$ cat src/rtl/fatlb_pkg.sv
package fatlb_pkg;

    // Default number of translation entries.
    localparam int TLB_ENTRIES_DEF = 16;

    localparam int ADDR_W     = 32;
    localparam int PAGE_W     = 24;
    localparam int CNT_W      = 32;
    localparam int CFG_IDX_W  = 1;
    localparam int CFG_DATA_W = 5;

    localparam logic [CFG_DATA_W-1:0] ENTRIES_RESET = 5'd16;

    // Table walk masks, one per page size.
    localparam logic [PAGE_W-1:0] WALK_MASK_256 = 24'hFFF0FF;
    localparam logic [PAGE_W-1:0] WALK_MASK_4K  = 24'h0FFF0F;

    typedef enum logic [CFG_IDX_W-1:0] {
        CFG_PAGE_SIZE_4K   = 1'b0,
        CFG_ENTRIES_IN_USE = 1'b1
    } t_cfg_idx;

    typedef enum logic [1:0] {
        S_IDLE,
        S_LOOK,
        S_READ,
        S_UPD
    } t_state;

    typedef struct packed {
        logic [ADDR_W-1:0] address;
        logic              is_data;
    } t_in_word;

    typedef struct packed {
        logic              hit;
        logic [PAGE_W-1:0] phys_page;
        logic [ADDR_W-1:0] phys_address;
        logic [CNT_W-1:0]  instr_hit_count;
        logic [CNT_W-1:0]  instr_miss_count;
        logic [CNT_W-1:0]  data_hit_count;
        logic [CNT_W-1:0]  data_miss_count;
        logic [CNT_W-1:0]  walk_count;
    } t_out_word;

    typedef struct packed {
        logic capture;
        logic lookup;
        logic read;
        logic update;
    } t_cmd;

endpackage

$ cat src/rtl/fatlb_ctrl.sv
module fatlb_ctrl (
    input  logic            i_clk,
    input  logic            i_rst_n,
    input  logic            i_in_valid,
    output logic            o_in_stall,
    output logic            o_out_valid,
    input  logic            i_out_stall,
    output fatlb_pkg::t_cmd o_cmd
);
    import fatlb_pkg::*;

    t_state r_state;
    t_state n_state;
    logic   r_out_valid;
    logic   out_free;

    assign out_free    = !r_out_valid || !i_out_stall;
    assign o_out_valid = r_out_valid;

    always_comb begin
        n_state = r_state;
        case (r_state)
            S_IDLE: begin
                if (i_in_valid) begin
                    n_state = S_LOOK;
                end
            end
            S_LOOK: n_state = S_READ;
            S_READ: n_state = S_UPD;
            S_UPD: begin
                if (out_free) begin
                    n_state = S_IDLE;
                end
            end
            default: n_state = S_IDLE;
        endcase
    end

    always_comb begin
        o_in_stall     = (r_state != S_IDLE);
        o_cmd.capture  = (r_state == S_IDLE) && i_in_valid;
        o_cmd.lookup   = (r_state == S_LOOK);
        o_cmd.read     = (r_state == S_READ);
        // The table state is only touched once the output register can take the word.
        o_cmd.update   = (r_state == S_UPD) && out_free;
    end

    always_ff @(posedge i_clk) begin
        if (!i_rst_n) begin
            r_state     <= S_IDLE;
            r_out_valid <= 1'b0;
        end else begin
            r_state <= n_state;
            if (o_cmd.update) begin
                r_out_valid <= 1'b1;
            end else if (!i_out_stall) begin
                r_out_valid <= 1'b0;
            end
        end
    end

    a_capture_to_look: assert property (@(posedge i_clk) disable iff (!i_rst_n)
        o_cmd.capture |=> (r_state == S_LOOK))
        else $error("accepted word did not start a lookup");

    a_valid_from_update: assert property (@(posedge i_clk) disable iff (!i_rst_n)
        $rose(r_out_valid) |-> $past(r_state == S_UPD))
        else $error("output word raised outside the update step");

    a_update_once: assert property (@(posedge i_clk) disable iff (!i_rst_n)
        o_cmd.update |=> !o_cmd.update)
        else $error("one word updated the table twice");

endmodule

$ cat src/rtl/fatlb_dp.sv
module fatlb_dp #(
    parameter int TLB_ENTRIES = fatlb_pkg::TLB_ENTRIES_DEF
) (
    input  logic                                i_clk,
    input  logic                                i_rst_n,
    input  logic                                i_cfg_we,
    input  logic [fatlb_pkg::CFG_IDX_W-1:0]     i_cfg_index,
    input  logic [fatlb_pkg::CFG_DATA_W-1:0]    i_cfg_data,
    input  fatlb_pkg::t_in_word                 i_in_word,
    input  fatlb_pkg::t_cmd                     i_cmd,
    output fatlb_pkg::t_out_word                o_out_word
);
    import fatlb_pkg::*;

    localparam int IW = $clog2(TLB_ENTRIES);
    localparam int LW = $clog2(TLB_ENTRIES + 1);

    // Configuration
    logic                  r_page_4k;
    logic [CFG_DATA_W-1:0] r_entries;
    logic [LW-1:0]         limit;

    // Captured access
    logic [ADDR_W-1:0] r_addr;
    logic              r_is_data;
    logic [PAGE_W-1:0] r_vpn;

    // Table
    logic [PAGE_W-1:0] r_tags    [TLB_ENTRIES];
    logic [PAGE_W-1:0] r_ppn_mem [TLB_ENTRIES];
    logic [IW-1:0]     r_rank    [TLB_ENTRIES];
    logic [IW-1:0]     n_rank    [TLB_ENTRIES];
    logic [TLB_ENTRIES-1:0] r_valid;
    logic [TLB_ENTRIES-1:0] n_valid;
    logic [LW-1:0]     r_filled;
    logic [LW-1:0]     n_filled;

    // Lookup results
    logic          look_hit;
    logic [IW-1:0] look_found;
    logic          look_free;
    logic [IW-1:0] look_free_idx;
    logic          look_repl;
    logic [IW-1:0] look_repl_idx;
    logic          r_hit;
    logic [IW-1:0] r_found;
    logic [IW-1:0] r_found_rank;
    logic          r_use_free;
    logic          r_vict_ok;
    logic [IW-1:0] r_victim;
    logic [PAGE_W-1:0] r_ppn_rd;

    // Counters
    logic [CNT_W-1:0] r_ihit, r_imiss, r_dhit, r_dmiss, r_walks;
    logic [CNT_W-1:0] n_ihit, n_imiss, n_dhit, n_dmiss, n_walks;

    logic [PAGE_W-1:0] walk_ppn;
    logic [PAGE_W-1:0] ppn;
    logic [ADDR_W-1:0] phys_addr;
    logic              do_install;
    logic [IW-1:0]     promo_idx;
    logic [LW-1:0]     promo_old;
    logic              promo_en;
    t_out_word         r_out;

    function automatic logic [CNT_W-1:0] sat_inc(input logic [CNT_W-1:0] v);
        sat_inc = (&v) ? v : v + CNT_W'(1);
    endfunction

    always_ff @(posedge i_clk) begin
        if (!i_rst_n) begin
            r_page_4k <= 1'b0;
            r_entries <= ENTRIES_RESET;
        end else if (i_cfg_we) begin
            case (i_cfg_index)
                CFG_PAGE_SIZE_4K:   r_page_4k <= i_cfg_data[0];
                CFG_ENTRIES_IN_USE: r_entries <= i_cfg_data;
                default: ;
            endcase
        end
    end

    // Usable entries, clamped to one up to the table size.
    always_comb begin
        if (r_entries == '0) begin
            limit = LW'(1);
        end else if (32'(r_entries) > TLB_ENTRIES) begin
            limit = LW'(TLB_ENTRIES);
        end else begin
            limit = LW'(r_entries);
        end
    end

    always_ff @(posedge i_clk) begin
        if (i_cmd.capture) begin
            r_addr    <= i_in_word.address;
            r_is_data <= i_in_word.is_data;
            r_vpn     <= r_page_4k ? {4'b0, i_in_word.address[31:12]}
                                   : i_in_word.address[31:8];
        end
    end

    // Parallel tag compare; the lowest matching entry wins.
    always_comb begin
        look_hit      = 1'b0;
        look_found    = '0;
        look_free     = 1'b0;
        look_free_idx = '0;
        look_repl     = 1'b0;
        look_repl_idx = '0;
        for (int i = TLB_ENTRIES - 1; i >= 0; i--) begin
            if (r_valid[i] && (LW'(r_rank[i]) < limit) && (r_tags[i] == r_vpn)) begin
                look_hit   = 1'b1;
                look_found = IW'(i);
            end
            if (!r_valid[i]) begin
                look_free     = 1'b1;
                look_free_idx = IW'(i);
            end
            if (r_valid[i] && (LW'(r_rank[i]) == limit - LW'(1))) begin
                look_repl     = 1'b1;
                look_repl_idx = IW'(i);
            end
        end
    end

    always_ff @(posedge i_clk) begin
        if (i_cmd.lookup) begin
            r_hit        <= look_hit;
            r_found      <= look_found;
            r_found_rank <= r_rank[look_found];
            r_use_free   <= (r_filled < limit) && look_free;
            if ((r_filled < limit) && look_free) begin
                r_vict_ok <= 1'b1;
                r_victim  <= look_free_idx;
            end else begin
                r_vict_ok <= look_repl;
                r_victim  <= look_repl_idx;
            end
        end
    end

    always_ff @(posedge i_clk) begin
        if (i_cmd.read) begin
            r_ppn_rd <= r_ppn_mem[r_found];
        end
        if (i_cmd.update && do_install) begin
            r_ppn_mem[r_victim] <= walk_ppn;
            r_tags[r_victim]    <= r_vpn;
        end
    end

    assign walk_ppn   = ~r_vpn & (r_page_4k ? WALK_MASK_4K : WALK_MASK_256);
    assign ppn        = r_hit ? r_ppn_rd : walk_ppn;
    assign phys_addr  = r_page_4k ? {ppn[19:0], r_addr[11:0]} : {ppn, r_addr[7:0]};
    assign do_install = !r_hit && r_vict_ok;

    // LRU promotion: entries more recent than the old rank age by one.
    always_comb begin
        promo_en  = r_hit || r_vict_ok;
        promo_idx = r_hit ? r_found : r_victim;
        if (r_hit) begin
            promo_old = LW'(r_found_rank);
        end else if (r_use_free) begin
            promo_old = LW'(TLB_ENTRIES);
        end else begin
            promo_old = limit - LW'(1);
        end
        n_valid  = r_valid;
        n_filled = r_filled;
        for (int i = 0; i < TLB_ENTRIES; i++) begin
            n_rank[i] = r_rank[i];
            if (promo_en && (IW'(i) != promo_idx) && r_valid[i]
                    && (LW'(r_rank[i]) < promo_old)) begin
                n_rank[i] = r_rank[i] + IW'(1);
            end
        end
        if (promo_en) begin
            n_rank[promo_idx] = '0;
        end
        if (!r_hit && r_use_free) begin
            n_valid[r_victim] = 1'b1;
            n_filled          = r_filled + LW'(1);
        end
    end

    always_comb begin
        n_ihit  = r_ihit;
        n_imiss = r_imiss;
        n_dhit  = r_dhit;
        n_dmiss = r_dmiss;
        n_walks = r_hit ? r_walks : sat_inc(r_walks);
        case ({r_is_data, r_hit})
            2'b01:   n_ihit  = sat_inc(r_ihit);
            2'b00:   n_imiss = sat_inc(r_imiss);
            2'b11:   n_dhit  = sat_inc(r_dhit);
            default: n_dmiss = sat_inc(r_dmiss);
        endcase
    end

    always_ff @(posedge i_clk) begin
        if (!i_rst_n) begin
            r_valid  <= '0;
            r_filled <= '0;
            r_ihit   <= '0;
            r_imiss  <= '0;
            r_dhit   <= '0;
            r_dmiss  <= '0;
            r_walks  <= '0;
            for (int i = 0; i < TLB_ENTRIES; i++) begin
                r_rank[i] <= '0;
            end
        end else if (i_cmd.update) begin
            r_valid  <= n_valid;
            r_filled <= n_filled;
            r_ihit   <= n_ihit;
            r_imiss  <= n_imiss;
            r_dhit   <= n_dhit;
            r_dmiss  <= n_dmiss;
            r_walks  <= n_walks;
            for (int i = 0; i < TLB_ENTRIES; i++) begin
                r_rank[i] <= n_rank[i];
            end
        end
    end

    always_ff @(posedge i_clk) begin
        if (i_cmd.update) begin
            r_out.hit              <= r_hit;
            r_out.phys_page        <= ppn;
            r_out.phys_address     <= phys_addr;
            r_out.instr_hit_count  <= n_ihit;
            r_out.instr_miss_count <= n_imiss;
            r_out.data_hit_count   <= n_dhit;
            r_out.data_miss_count  <= n_dmiss;
            r_out.walk_count       <= n_walks;
        end
    end

    assign o_out_word = r_out;

    a_filled_matches_valid: assert property (@(posedge i_clk) disable iff (!i_rst_n)
        $countones(r_valid) == r_filled)
        else $error("fill count disagrees with valid entries");

    a_install_sets_valid: assert property (@(posedge i_clk) disable iff (!i_rst_n)
        (i_cmd.update && !r_hit && r_use_free) |=> r_valid[$past(r_victim)])
        else $error("installed entry not marked valid");

    a_hit_no_walk: assert property (@(posedge i_clk) disable iff (!i_rst_n)
        (i_cmd.update && r_hit) |=> $stable(r_walks))
        else $error("walk counted on a hit");

endmodule

$ cat src/rtl/fully_assoc_lru_tlb.sv
// Channel  | Handshake                        | Word
// ---------+----------------------------------+--------------------------------
// input    | i_in_valid / o_in_stall          | i_in_word  (address, is_data)
// output   | o_out_valid / i_out_stall        | o_out_word (hit, pages, counts)
// config   | i_cfg_we                         | i_cfg_index, i_cfg_data
//
// An accepted word passes through four steps: capture, parallel tag compare, physical
// page memory read, then the LRU and counter update that loads the output register.
// One word is in flight at a time; the next word is taken only once the last has made its update.
// A new word is taken while the previous result still waits in the output register;
// an update waits while that register is full and stalled.
// Reset is synchronous and active low; it clears valid bits, ranks and counters.
module fully_assoc_lru_tlb #(
    parameter int TLB_ENTRIES = fatlb_pkg::TLB_ENTRIES_DEF
) (
    input  logic                              i_clk,
    input  logic                              i_rst_n,
    input  logic                              i_cfg_we,
    input  logic [fatlb_pkg::CFG_IDX_W-1:0]   i_cfg_index,
    input  logic [fatlb_pkg::CFG_DATA_W-1:0]  i_cfg_data,
    input  logic                              i_in_valid,
    output logic                              o_in_stall,
    input  fatlb_pkg::t_in_word               i_in_word,
    output logic                              o_out_valid,
    input  logic                              i_out_stall,
    output fatlb_pkg::t_out_word              o_out_word
);
    import fatlb_pkg::*;

    t_cmd cmd;

    fatlb_ctrl u_ctrl (
        .i_clk       (i_clk),
        .i_rst_n     (i_rst_n),
        .i_in_valid  (i_in_valid),
        .o_in_stall  (o_in_stall),
        .o_out_valid (o_out_valid),
        .i_out_stall (i_out_stall),
        .o_cmd       (cmd)
    );

    fatlb_dp #(
        .TLB_ENTRIES (TLB_ENTRIES)
    ) u_dp (
        .i_clk       (i_clk),
        .i_rst_n     (i_rst_n),
        .i_cfg_we    (i_cfg_we),
        .i_cfg_index (i_cfg_index),
        .i_cfg_data  (i_cfg_data),
        .i_in_word   (i_in_word),
        .i_cmd       (cmd),
        .o_out_word  (o_out_word)
    );

endmodule

$ cat config.mk
export PLATFORM = sky130hd
export DESIGN_NAME = fully_assoc_lru_tlb
export DESIGN_NICKNAME = d
export VERILOG_FILES = /design/src/rtl/fatlb_pkg.sv /design/src/rtl/fatlb_ctrl.sv /design/src/rtl/fatlb_dp.sv /design/src/rtl/fully_assoc_lru_tlb.sv
export SDC_FILE = /design/constraint.sdc
export NUM_CORES = 2
export LEC_CHECK = 0
export ABC_CLOCK_PERIOD_IN_PS = 28100
export BUFFER_PORTS_ARGS = -buffer_cell sky130_fd_sc_hd__buf_2
export CAP_MARGIN = 10
export CORE_AREA = 2 2 307 340
export DETAILED_ROUTE_END_ITERATION = 8
export DIE_AREA = 0 0 309 342
export PLACE_DENSITY = 0.77
export SLEW_MARGIN = 30
export SYNTH_ARGS = -nofsm -noshare
export SYNTH_HDL_FRONTEND = slang
export SYNTH_HIERARCHICAL = 1
export SYNTH_SLANG_ARGS = --single-unit
$ cat constraint.sdc
create_clock -name i_clk -period 28.1 [get_ports i_clk]
set_input_delay 2.81 -clock i_clk [delete_from_list [all_inputs] [get_ports i_clk]]
set_output_delay 2.81 -clock i_clk [all_outputs]
set_load 0.005 [all_outputs]
Yosys cells after proc, flatten, opt, wreduce, memory -nomap -nowiden
Memory sizes are Yosys's and may differ from the RTL's. A register that Yosys moved wholly into a read port is not among the register bits.
Index checks and enable logic that the tools add are counted.
{"block": "totals", "ff_bits": 455, "ramBits": 832, "out_inout_bits": 219, "elab_cells": 430, "memories": 3}
{"name": "u_dp.r_ppn_mem", "depth": 16, "width": 24, "rd": 1, "rd_clocked_by_memory_dff": 1, "wr": 1, "line": "fatlb_dp.sv:30", "text": "logic [PAGE_W-1:0] r_ppn_mem [TLB_ENTRIES];"}
{"name": "u_dp.r_tags", "depth": 16, "width": 24, "rd": 16, "rd_clocked_by_memory_dff": 0, "wr": 1, "line": "fatlb_dp.sv:29", "text": "logic [PAGE_W-1:0] r_tags [TLB_ENTRIES];"}
{"name": "u_dp.r_rank", "depth": 16, "width": 4, "rd": 17, "rd_clocked_by_memory_dff": 1, "wr": 16, "line": "fatlb_dp.sv:31", "text": "logic [IW-1:0] r_rank [TLB_ENTRIES];"}
{"block": "classes", "n_addsub": 23, "order_cmp": 38, "eq_ne": 55, "mux": 134, "n_bitwise": 23, "n_reduce_logical": 126}
{"operator": "== test 24 bit", "count": 16}
{"operator": "two-way mux 32 bit", "count": 11}
{"operator": "two-way mux 4 bit", "count": 83}
{"operator": "adder 32 x 1 -> 32 bit (second input constant)", "count": 5}
{"operator": "< comparator 4 x 5 -> 1 bit", "count": 32}
{"operator": "AND reduction 32 bit", "count": 5}
{"operator": "logical AND 1 bit", "count": 104}
{"operator": "== test 4 x 5 -> 1 bit", "count": 16}
{"operator": "adder 4 x 1 -> 4 bit (second input constant)", "count": 16}
{"operator": "bitwise AND 64 bit", "count": 1}
{"operator": "two-way mux 64 bit", "count": 1}
{"operator": "NOT 64 bit", "count": 1}
{"operator": "two-way mux 24 bit", "count": 2}
{"operator": "!= test 4 bit (first input constant)", "count": 8}
{"operator": "two-way mux 1 bit", "count": 27}
{"operator": "bitwise AND 24 bit", "count": 1}
{"operator": "NOT 24 bit", "count": 1}
{"operator": "two-way mux 20 bit", "count": 1}
{"operator": "two-way mux 5 bit", "count": 4}
{"operator": "demux 4 bit (select 4 bit)", "count": 1}
{"operator": "!= test 3 x 4 -> 1 bit (first input constant)", "count": 4}
{"operator": "bitwise OR 1 bit", "count": 16}
{"operator": "bitwise OR 16 bit", "count": 1}
{"operator": "OR reduction 16 bit", "count": 1}
{"operator": "other kinds (28)", "count": 41}

Logic depth before layout (Yosys ltp)
{"block": "depth", "word_depth": 23, "ltp_mapped": 19, "ltp_nobuf": 16}

Hierarchy
The synthesis kept the hierarchy.
{"module": "fatlb_dp", "n_inst": 1, "cells_each": 4402, "area_each_um2": 60693.2, "seq_area_each_um2": 37526.0}
{"module": "fatlb_ctrl", "n_inst": 1, "cells_each": 23, "area_each_um2": 209.0, "seq_area_each_um2": 60.1}

Worst setup path before layout
OpenSTA, ideal clock, no wires.
{"block": "synth_path", "path_kind": "input port to flip-flop", "start": "in i_out_stall", "end": "mem u_dp.r_ppn_mem[15][0] (enable)", "setup_time_ns": 0.454, "t_arrival_ns": 21.837, "setup_slack_ns": 5.809, "cell_stages": 7, "n_path_buf": 2, "cell_sequence": "a21boi_0 > clkbuf_1 > clkbuf_1 > nand2_1 > nor2_1 > nand3_1 > nor2_1"}
{"block": "synth_via", "elab_chain_len": 6}
{"element": "from (decl)", "line": "fully_assoc_lru_tlb.sv:25", "text": "input logic i_out_stall,"}
{"element": "logical NOT 1 bit", "line": "fatlb_ctrl.sv:17", "text": "assign out_free = !r_out_valid || !i_out_stall;"}
{"element": "logical OR 1 bit", "line": "fatlb_ctrl.sv:17"}
{"element": "logical AND 1 bit", "line": "fatlb_ctrl.sv:45", "text": "o_cmd.update = (r_state == S_UPD) && out_free;"}
{"element": "logical AND 1 bit", "line": "fatlb_dp.sv:147", "text": "if (i_cmd.update && do_install) begin"}
{"element": "two-way mux 1 bit", "line": "fatlb_dp.sv:147"}
{"element": "two-way mux 1 bit (implied by the code)", "line": "fatlb_dp.sv:148", "text": "r_ppn_mem[r_victim] <= walk_ppn;"}
{"element": "to (decl)", "line": "fatlb_dp.sv:30"}
No other way between the ends.

Final worst setup path
{"block": "layout_path", "start": "reg u_dp.r_entries[4]", "end": "reg u_dp.r_found_rank[3], read port of u_dp.r_rank (data pin)"}
{"block": "layout_via", "elab_chain_len": 22, "elab_cells_between_ends": 68}
{"element": "from (decl)", "line": "fatlb_dp.sv:20", "text": "logic [CFG_DATA_W-1:0] r_entries;"}
{"element": "from (signal assigned)", "line": "fatlb_dp.sv:77", "text": "CFG_ENTRIES_IN_USE: r_entries <= i_cfg_data;"}
{"element": "> comparator 5 bit", "line": "fatlb_dp.sv:87", "text": "end else if (32'(r_entries) > TLB_ENTRIES) begin"}
{"element": "two-way mux 5 bit", "line": "fatlb_dp.sv:87"}
{"element": "two-way mux 5 bit *", "line": "fatlb_dp.sv:85", "text": "if (r_entries == '0) begin"}
{"element": "< comparator 4 x 5 -> 1 bit", "line": "fatlb_dp.sv:112", "text": "if (r_valid[i] && (LW'(r_rank[i]) < limit) && (r_tags[i] == r_vpn)) begin"}
{"element": "logical AND 1 bit (2 in a row)", "line": "fatlb_dp.sv:112"}
{"element": "two-way mux 4 bit (15 in a row)", "line": "fatlb_dp.sv:112"}
{"element": "two-way mux 4 bit *", "line": "fatlb_dp.sv:112"}
{"element": "to (decl)", "line": "fatlb_dp.sv:47", "text": "logic [IW-1:0] r_found_rank;"}
Every way passes the cells marked *; elsewhere a longest branch is shown, timed or not.
A chain may end at the register's enable or synchronous reset.

==> Flow_metrics.wiki <==
{| class="wikitable"
! Metric !! Value
|-
| Final hold violation count || 0
|-
| Most common cell after layout, fill and taps aside || edfxtp_1
|-
| Detail Placement HPWL || 95.5 mm
|-
| Yosys Warn Count || 6
|-
| Relative slew margins || around a third
|-
| Overall fraction of global-route tracks in use || between 20% and 30%
|-
| Dominant synthesized flop cell || edfxtp_1
|-
| Setup WS pre-CTS || 22.44 ns
|-
| Drc violations || 0
|-
| Final design area excluding fillers || a little under 70000 um^2
|-
| Netlist area before placement || 60900 um^2
|-
| CP arrival || 6.05 ns
|-
| Power after layout || between 0.004 and 0.005 W
|-
| Share of cells above drive strength 1 || around 16%
|-
| Vias || 38099
|-
| Largest net degree at the start of global routing || approximately 190
|-
| Share of the clock period used by the worst path after layout || 19.9%
|-
| Vert. Die Dim || 342 um
|-
| Layout Skew || 0.0388 ns
|-
| Fin Setup TNS || 0 ns
|-
| Total power per unit cell area || 70.4 nW/um^2
|-
| FFs w/ async S/R, synth || 0%
|-
| Number of placed I/O pins || 263
|-
| Count of input and output buffers || 262
|-
| Wire length after detailed routing || 153 mm
|-
| Post-CTS repair timing setup buffer count || 0
|-
| Highest ir drop seen on vdd || 0.0000567 V
|-
| Cell count after synthesis || approximately 4400
|-
| Max Clock Freq || about 0.18 GHz
|-
| WP data required || 28.56 ns
|-
| Transition time at the pin with the least slew margin || 1.02 ns
|-
| Worst min-delay path category || reg -> reg
|-
| Via count of the first global-routing pass || 36923
|-
| EDFF count, synth || 1125
|-
| Max Fanout on Critical Path || 34
|-
| Final weighted congestion of routability-driven global placement || about 1
|-
| Resize count post-CTS || 0
|-
| Initial cell density of the core || 59.3%
|-
| Grt ovf || 0
|-
| Via density || approximately 6.1
|-
| Final max-slew violation count || 0
|-
| Average cell area after synthesis || 13.8 um^2
|-
| Wirelength per Cell || 24.7 um
|-
| Root buffer cell || clkbuf_16
|-
| Die area || 106000 um^2
|-
| Cell Rows || 124
|-
| Violation count after the first detailed-routing iteration || 4389
|-
| Net Count, Synth || about 4600
|-
| Commonest non-fill, non-tap cells in the layout || edfxtp_1 (1125), xnor2_1 (633), nand2_1 (271)
|-
| Maxcap violations || 0
|-
| First-pass GRT wire length || 229 mm
|-
| CTS HTree Levels || 4
|-
| Area growth syn-to-layout || 12.0%
|-
| RSZ-0062 raised after global routing || false
|-
| Cts hold-fix bufs || 0
|-
| Antenna violations before repair || 6
|-
| Seq/Total Area, Yosys || 61.7%
|-
| Post-synthesis sequential element count || 1315
|-
| Number of clock buffers inserted by TritonCTS || around 130
|-
| Leakage || roughly 23 nW
|-
| Post-synth cell types || just under 90
|-
| Endpoint type of the worst setup path || register
|-
| Die X || 309 um
|-
| Insertion delay to the later sink of the worst-skew pair || 0.76 ns
|-
| Clock period minus worst slack || 5.59 ns
|-
| # clock sinks || ~1300
|-
| Maximum count of clock buffers along a single path || 3
|-
| Detailed-routing iteration count for the pre-antenna-repair pass || 6
|-
| CP Class || reg -> reg
|-
| NumNets Final || 4897
|-
| Total cell area at the placement stage || 63900 um^2
|-
| Register clock-pin slew on the reported worst setup and hold paths || 0.06 ns
|-
| # setup viols final || 0
|-
| Startpoint class of the critical path || register
|-
| Number of nets with antenna violations after detailed routing || 0
|-
| Worst setup slack after layout || between 20 and 25 ns
|-
| Core Region || between 100000 and 150000 um^2
|-
| Run status || finished, final reports clean
|-
| CTS tree || built
|}
[critical path: stages, from the launching register on]
cell and delay (ns):
dfxtp_1 0.31, buf_4 0.37, inv_2 0.36, o21ai_2 0.20, inv_1 0.40, ha_1 0.34
nand2b_1 0.15, a2111oi_2 0.72, nor3_1 0.16, and4_1 0.26, o211ai_1 0.18, nand3_1 0.14
a311oi_2 0.43, or2_1 0.49, mux2_2 0.40, o21ai_0 0.17, a221o_1 0.13, mux2i_1 0.06
[power by group]
part           internal, W  leakage, nW  switching (W)
registers          0.00225         11.9      0.0000566
logic             0.000274         8.97       0.000487
clock network     0.000988         2.08       0.000746
total              0.00351         22.9        0.00129
[per-stage QoR]
stage	hold WS [ns]	std cells	utilization (%)
2_1_floorplan	0.400	4425	-
3_3_place_gp	0.402	5959	62.2
3_5_place_dp	0.407	5959	62.2
4_1_cts	0.421	6195	66.3
5_1_grt	0.424	6196	66.4
6_report	0.420	6199	66.4
[cells in the mapped netlist, types with 37 or more instances]
cell | count | area [um^2]
nand3_1 | 172 | 861
nor3_1 | 62 | 310
nand4_1 | 211 | 1320
clkbuf_1 | 109 | 409
edfxtp_1 | 1125 | 33800
nand2b_1 | 53 | 332
buf_2 | 47 | 235
nor2_1 | 189 | 709
and3_1 | 53 | 332
a21oi_1 | 37 | 185
and2_1 | 166 | 1040
o21a_1 | 39 | 293
mux4_2 | 120 | 2700
nor2b_1 | 60 | 375
xnor2_1 | 633 | 5540
dfxtp_1 | 190 | 3800
inv_1 | 70 | 263
nand2_1 | 272 | 1020
o21ai_0 | 84 | 420
mux2i_1 | 39 | 390
mux2_2 | 59 | 664
ha_1 | 144 | 1800
xor2_1 | 145 | 1270
[worst paths after layout]
path         depth (start not counted)                            from  slack (ns)                              to
max                                 17  u_dp/r_entries[4]$_SDFFE_PN1P_       22.51  u_dp/r_found_rank[3]$_DFFE_PP_
min                                  0        u_dp/r_addr[1]$_DFFE_PP_        0.42  u_dp/o_out_word[161]$_DFFE_PP_
max reg2reg                         17  u_dp/r_entries[4]$_SDFFE_PN1P_       22.51  u_dp/r_found_rank[3]$_DFFE_PP_
min reg2reg                          0        u_dp/r_addr[1]$_DFFE_PP_        0.42  u_dp/o_out_word[161]$_DFFE_PP_
[logic make-up after synthesis]
logic type	synth area share [%]
xor gates and xnor gates	11.2
and+or+nand+nor	12.5
AOI/OAI and AO/OA	3.53
buffers and inverters	1.91
DFF	61.7
adders and majority gates	2.96
muxes	6.17
[state kept, by name, summed over array words and instances, names as in the netlist, 12 cells and up]
name and count:
u_dp/r_ppn_mem 384, u_dp/r_tags 384, u_dp/o_out_word 217, u_dp/r_rank 64
u_dp/r_dhit 32, u_dp/r_dmiss 32, u_dp/r_ihit 32, u_dp/r_imiss 32
u_dp/r_walks 32, u_dp/r_ppn_rd 24, u_dp/r_vpn 24, u_dp/r_valid 16
u_dp/r_addr 12
[area by class of cell]
class                      count  area (um^2)
sequential                  1315        37600
fill                        7154        34500
multi-input combinational   2842        22300
clock buffer                 177         3690
timing repair buffer         344         1970
tap                         1386         1730
clock inverter                59          592
inverter                      73          277
antenna                        3         7.51
[per-layer routing]
layer	wire [um]	global-route usage, %	vias to the layer above
li1	-	-	16974
met1	61100	39.5	18767
met2	72700	46.9	2016
met3	13400	4.64	336
met4	5800	11.4	6
met5	40	0	-
(Power assumes the default switching activity.)
